[src/sv/mt64_pkg.sv]
// ----------------------------------------------------------------------------
// MT19937-64 package
// Constants and shared types for the 64-bit Mersenne Twister generator.
// ----------------------------------------------------------------------------
package mt64_pkg;

  localparam int unsigned TableWords = 312;
  localparam int unsigned MiddleOffset = 156;
  localparam int unsigned IdxW = 9;

  localparam logic [63:0] InitMult    = 64'd6364136223846793005;
  localparam logic [63:0] TwistMatrix = 64'hB5026F5AA96619E9;
  localparam logic [63:0] UpperMask   = 64'hFFFFFFFF80000000;
  localparam logic [63:0] LowerMask   = 64'h000000007FFFFFFF;
  localparam logic [63:0] DefaultSeed = 64'd5489;

  localparam logic [1:0] OpRestart = 2'd0;
  localparam logic [1:0] OpRaw     = 2'd1;
  localparam logic [1:0] OpRange   = 2'd2;
  localparam logic [1:0] OpNone    = 2'd3;

  // Handshake between the sequencer and the modulo unit.
  typedef struct packed {
    logic        start;
    logic [63:0] dividend;
    logic [63:0] divisor;
  } mod_req_t;

  typedef struct packed {
    logic        done;
    logic [63:0] remainder;
  } mod_rsp_t;

  function automatic logic [63:0] temper(input logic [63:0] w);
    logic [63:0] x;
    x = w;
    x = x ^ ((x >> 29) & 64'h5555555555555555);
    x = x ^ ((x << 17) & 64'h71D67FFFEDA60000);
    x = x ^ ((x << 37) & 64'hFFF7EEE000000000);
    x = x ^ (x >> 43);
    return x;
  endfunction

endpackage

[src/sv/mt64_mod.sv]
// ----------------------------------------------------------------------------
// MT64 modulo unit
// Restoring division, one quotient bit per cycle, giving the remainder.
// ----------------------------------------------------------------------------
module mt64_mod
  import mt64_pkg::*;
(
  input  logic     clk_i,
  input  logic     rst_ni,
  input  mod_req_t req_i,
  output mod_rsp_t rsp_o
);

  logic [63:0] rem_q, rem_d;
  logic [63:0] num_q, num_d;
  logic [63:0] div_q, div_d;
  logic [6:0]  cnt_q, cnt_d;
  logic        busy_q, busy_d;
  logic        done_q, done_d;
  logic [64:0] trial;
  logic [64:0] shifted;

  always_comb begin
    rem_d   = rem_q;
    num_d   = num_q;
    div_d   = div_q;
    cnt_d   = cnt_q;
    busy_d  = busy_q;
    done_d  = 1'b0;
    shifted = {rem_q, num_q[63]};
    trial   = shifted - {1'b0, div_q};
    if (req_i.start) begin
      rem_d  = '0;
      num_d  = req_i.dividend;
      div_d  = req_i.divisor;
      cnt_d  = 7'd64;
      busy_d = 1'b1;
    end else if (busy_q) begin
      num_d = {num_q[62:0], 1'b0};
      rem_d = trial[64] ? shifted[63:0] : trial[63:0];
      cnt_d = cnt_q - 7'd1;
      if (cnt_q == 7'd1) begin
        busy_d = 1'b0;
        done_d = 1'b1;
      end
    end
  end

  always_ff @(posedge clk_i or negedge rst_ni) begin
    if (!rst_ni) begin
      busy_q <= 1'b0;
      done_q <= 1'b0;
      cnt_q  <= '0;
    end else begin
      busy_q <= busy_d;
      done_q <= done_d;
      cnt_q  <= cnt_d;
    end
  end

  always_ff @(posedge clk_i) begin
    rem_q <= rem_d;
    num_q <= num_d;
    div_q <= div_d;
  end

  assign rsp_o.done      = done_q;
  assign rsp_o.remainder = rem_q;

endmodule

[config.mk]
export PLATFORM = sky130hd
export DESIGN_NAME = mt64_mod
export DESIGN_NICKNAME = d
export VERILOG_FILES = /design/src/sv/mt64_pkg.sv /design/src/sv/mt64_mod.sv
export SDC_FILE = /design/constraint.sdc
export NUM_CORES = 1
export LEC_CHECK = 0
export BUFFER_PORTS_ARGS = -buffer_cell sky130_fd_sc_hd__buf_2
export CAP_MARGIN = 0
export CORE_ASPECT_RATIO = 1.25
export CORE_MARGIN = 5
export CORE_UTILIZATION = 64
export CTS_BUF_LIST = sky130_fd_sc_hd__clkbuf_4 sky130_fd_sc_hd__clkbuf_8
export DETAILED_ROUTE_END_ITERATION = 7
export GPL_TIMING_DRIVEN = 0
export PLACE_DENSITY = 0.89
export SLEW_MARGIN = 20
export SYNTH_ARGS = -nofsm -noshare
export SYNTH_HDL_FRONTEND = slang
export SYNTH_SLANG_ARGS = --single-unit
[constraint.sdc]
create_clock -name clk_i -period 9.1 [get_ports clk_i]
set_input_delay 1.82 -clock clk_i [delete_from_list [all_inputs] [get_ports clk_i]]
set_output_delay 1.82 -clock clk_i [all_outputs]
set_load 0.005 [all_outputs]
==> metrics <==
status=finished clean; startpoint types=flip-flop; post-synthesis mux area share=0.06253; Clk pin slew, worst setup/hold paths=0.07 ns; TNS Setup=0 ns; Critical Path RT=9.58 ns; Max VDD drop=0.2005 mV; Placer Congestion=1.024; DRT iter0 DRCs=956; Synth area leader=edfxtp_1; Seq cells post-synth=201; CTS Buffer Depth=3; syn nets=1451; DRC=0; simple-gate share of the synthesized area=0.1426; Core ar.=18640 um2; Adder-Cell Fraction of Synth Area=0.07045; post-synthesis cell area=12010 um2; Cell Count, Final, Fillers Out=1740; Post-CTS Hold Buffers=0; Switching Share=0.4219; Leak Pwr=6.074 nW; share of the synthesized area in the top cell type=0.3201; minimum clock period=3.963 ns; post-DR wirelength/cell=20.33 um; worst min path class=reg -> reg; Largest stage delay, worst path=0.41 ns; Comb pwr share=0.481; Num Clock Sinks=201; Flop pwr share=0.311; largest net degree at the start of global routing=65; first-pass GRT wire length=54.94 mm; worst hold slack=0.5147 ns; Worst Path Class, Setup=reg -> reg; vias in the first global route=10882; cts repair resizes=0; post-place setup slack=4.916 ns; Ports=196; Fillers=1297; unrepaired setup endpoints after global routing=false; CP top delay family=compound AO/OA/AOI/OAI gates; clk_skew=0.01584 ns; Max Cap Viol=0; top-count cell post-synth=nand2_1; Total Nets Final=1681; post-CTS setup buffers=0; Top Layer Used=met4; Via density=6.167; Crit-path slowest cell=fa_1; power density cells=315.5 nW/um2; dpl cells=1682; antenna fix cells=0; H-tree lvl count=1; vias after detailed routing=10730; final worst setup slack=5.137 ns; net switching power figure=0.001874 W; Post-synth ARST share=0.04478; Clk pwr share=0.208; CTS buffer count=31; Metal-1 WL=13.25 mm; port bufs=195; Post-Synthesis Cells=1253; 1st-pass router iterations=5; Int Power=0.002568 W; Primary FF master, synth=edfxtp_1; grt total ovfl=0; Fmax=252.3 MHz; row count=56; Mean Syn Cell Area=9.582 um2; area of the multi-input gates=6025 um2; crit path max fanout=10; Critical Path AT=4.44 ns; register area=5350 um2; Yosys cell types=66; Fin. Hold Viols=0; die width=132.5 um; Max Slew Vio Count=0; clock latency at the later pin of the worst-skew pair=0.59 ns; final setup vio count=0; post-synthesis compound-gate area fraction=0.1788; CTS Root Cell=clkbuf_8; final antenna-violating net count=0; largest family of logic cells by synthesized area=compound AO/OA/AOI/OAI gates; Area contributors post-synth=edfxtp_1, dfxtp_1, ha_1; P&R area growth vs syn=17.26%; routed wire length on met2=17.39 mm; Slew headroom=0.3945; Post-synth EDFFs=128; xor and xnor area share after synthesis=0.04742; layout cell share with drive strength beyond 1=0.2281; CTS tree=built; met3 WL=2.839 mm; total routed wirelength=35.37 mm; Worst-Margin Slew=0.8965 ns; warnings from Yosys=0; sequential element share of the synthesized area=0.4456; chip height=163.1 um; Initial Utilization=0.6442; commonest cells in the netlist=nand2_1, edfxtp_1, nor2_1; Critical path buffers and inverters=3; CP most frequent cell=a21oi_1; initial antenna violation count=0; total power=0.004442 W; crit end category=flip-flop; total global-route track usage=0.3156; die area=21620 um2; post-route clock period utilization=0.4355; hpwl dp=25.89 mm; worst-path cell chain=inv_1 -> ha_1 -> fa_1 -> nand2b_1 -> a21o_1 -> a21oi_1 -> o21ai_1 -> a211oi_2 -> nor3_4 -> xnor2_2 -> buf_4 -> buf_2 -> o211ai_1 -> a21oi_1
power groups by stage:
stage	Combinational (W)	Sequential [W]	Clock, W
finish	0.00214	0.00138	0.000923
global placement	0.00204	0.00138	0
global route	0.00235	0.00140	0.000974
detailed placement	0.00208	0.00139	0
floorplan	0.00147	0.00135	0
CTS	0.00211	0.00138	0.000930
flip-flops by register name, summed over array words and instances, names as in the netlist:
register	flops
rem_q	64
done_q	1
num_q	64
div_q	64
busy_q	1
cnt_q	7
kinds of logic (layout without fill, tap and decap cells):
| family | count (synthesis) | in the layout |
|---|---|---|
| AND/OR/NAND/NOR | 383 | 383 |
| AO/OA/AOI/OAI | 322 | 322 |
| multiplexers | 67 | 67 |
| adder cells (fa/ha/maj) | 67 | 67 |
| flip-flops | 201 | 201 |
| XOR/XNOR | 62 | 62 |
| buffers and inverters | 151 | 406 |
stage by stage:
step | utilization | area (um2)
final | 0.7554 | 14080
after global routing | 0.7554 | 14080
after CTS | 0.7554 | 14080
after detailed placement | 0.7150 | 13330
after global placement | 0.7121 | 13270
after floorplan | - | 12010
tightest hold or removal path, cell delays in order (launching register included):
cell      delay (ns)
dfxtp_1         0.34
nand2_1         0.06
a311oi_1        0.07
final timing paths:
check                                from   endpoint  slack (ns)  cells after the start
worst min register to register  rem_q[10]  rem_q[11]        0.51                      2
worst max register to register  num_q[63]   rem_q[0]        5.14                     14
worst max-delay path            num_q[63]   rem_q[0]        5.14                     14
max in group asynchronous          rst_ni   cnt_q[6]        7.83                      1
worst min-delay path            rem_q[10]  rem_q[11]        0.51                      2
min in group asynchronous          rst_ni   cnt_q[1]        1.08                      1
layer usage:
| metal | vias to the layer above | track usage |
|---|---|---|
| li1 | 5018 | - |
| met1 | 5058 | 0.3609 |
| met2 | 522 | 0.5553 |
| met3 | 132 | 0.06808 |
| met4 | 0 | 0.1664 |
| met5 | - | 0 |
cells in the final DEF (no fill, tap or decap), drive strengths merged, types with 11 or more instances in the layout:
master,n
a21o,22
ha,66
nor2,114
nand2b,15
a31oi,11
o211ai,12
xnor2,38
nand3,15
nand2,157
buf,215
o21a,12
clkbuf,89
o21ai,63
nor3,16
nand4,26
a211oi,13
edfxtp,128
dfxtp,64
a311oi,42
mux2,64
a21oi,88
xor2,24
inv,84
layout make-up:
type	instances	share of cell area
inverter	84	0.02257
buffer	67	0.02248
clock inverter	18	0.01706
tap	232	0.02062
sequential	201	0.3800
timing repair buffer	197	0.07288
clock buffer	40	0.03644
multi-input combinational	901	0.4279
Note: power is estimated with default switching activity, not from simulation.
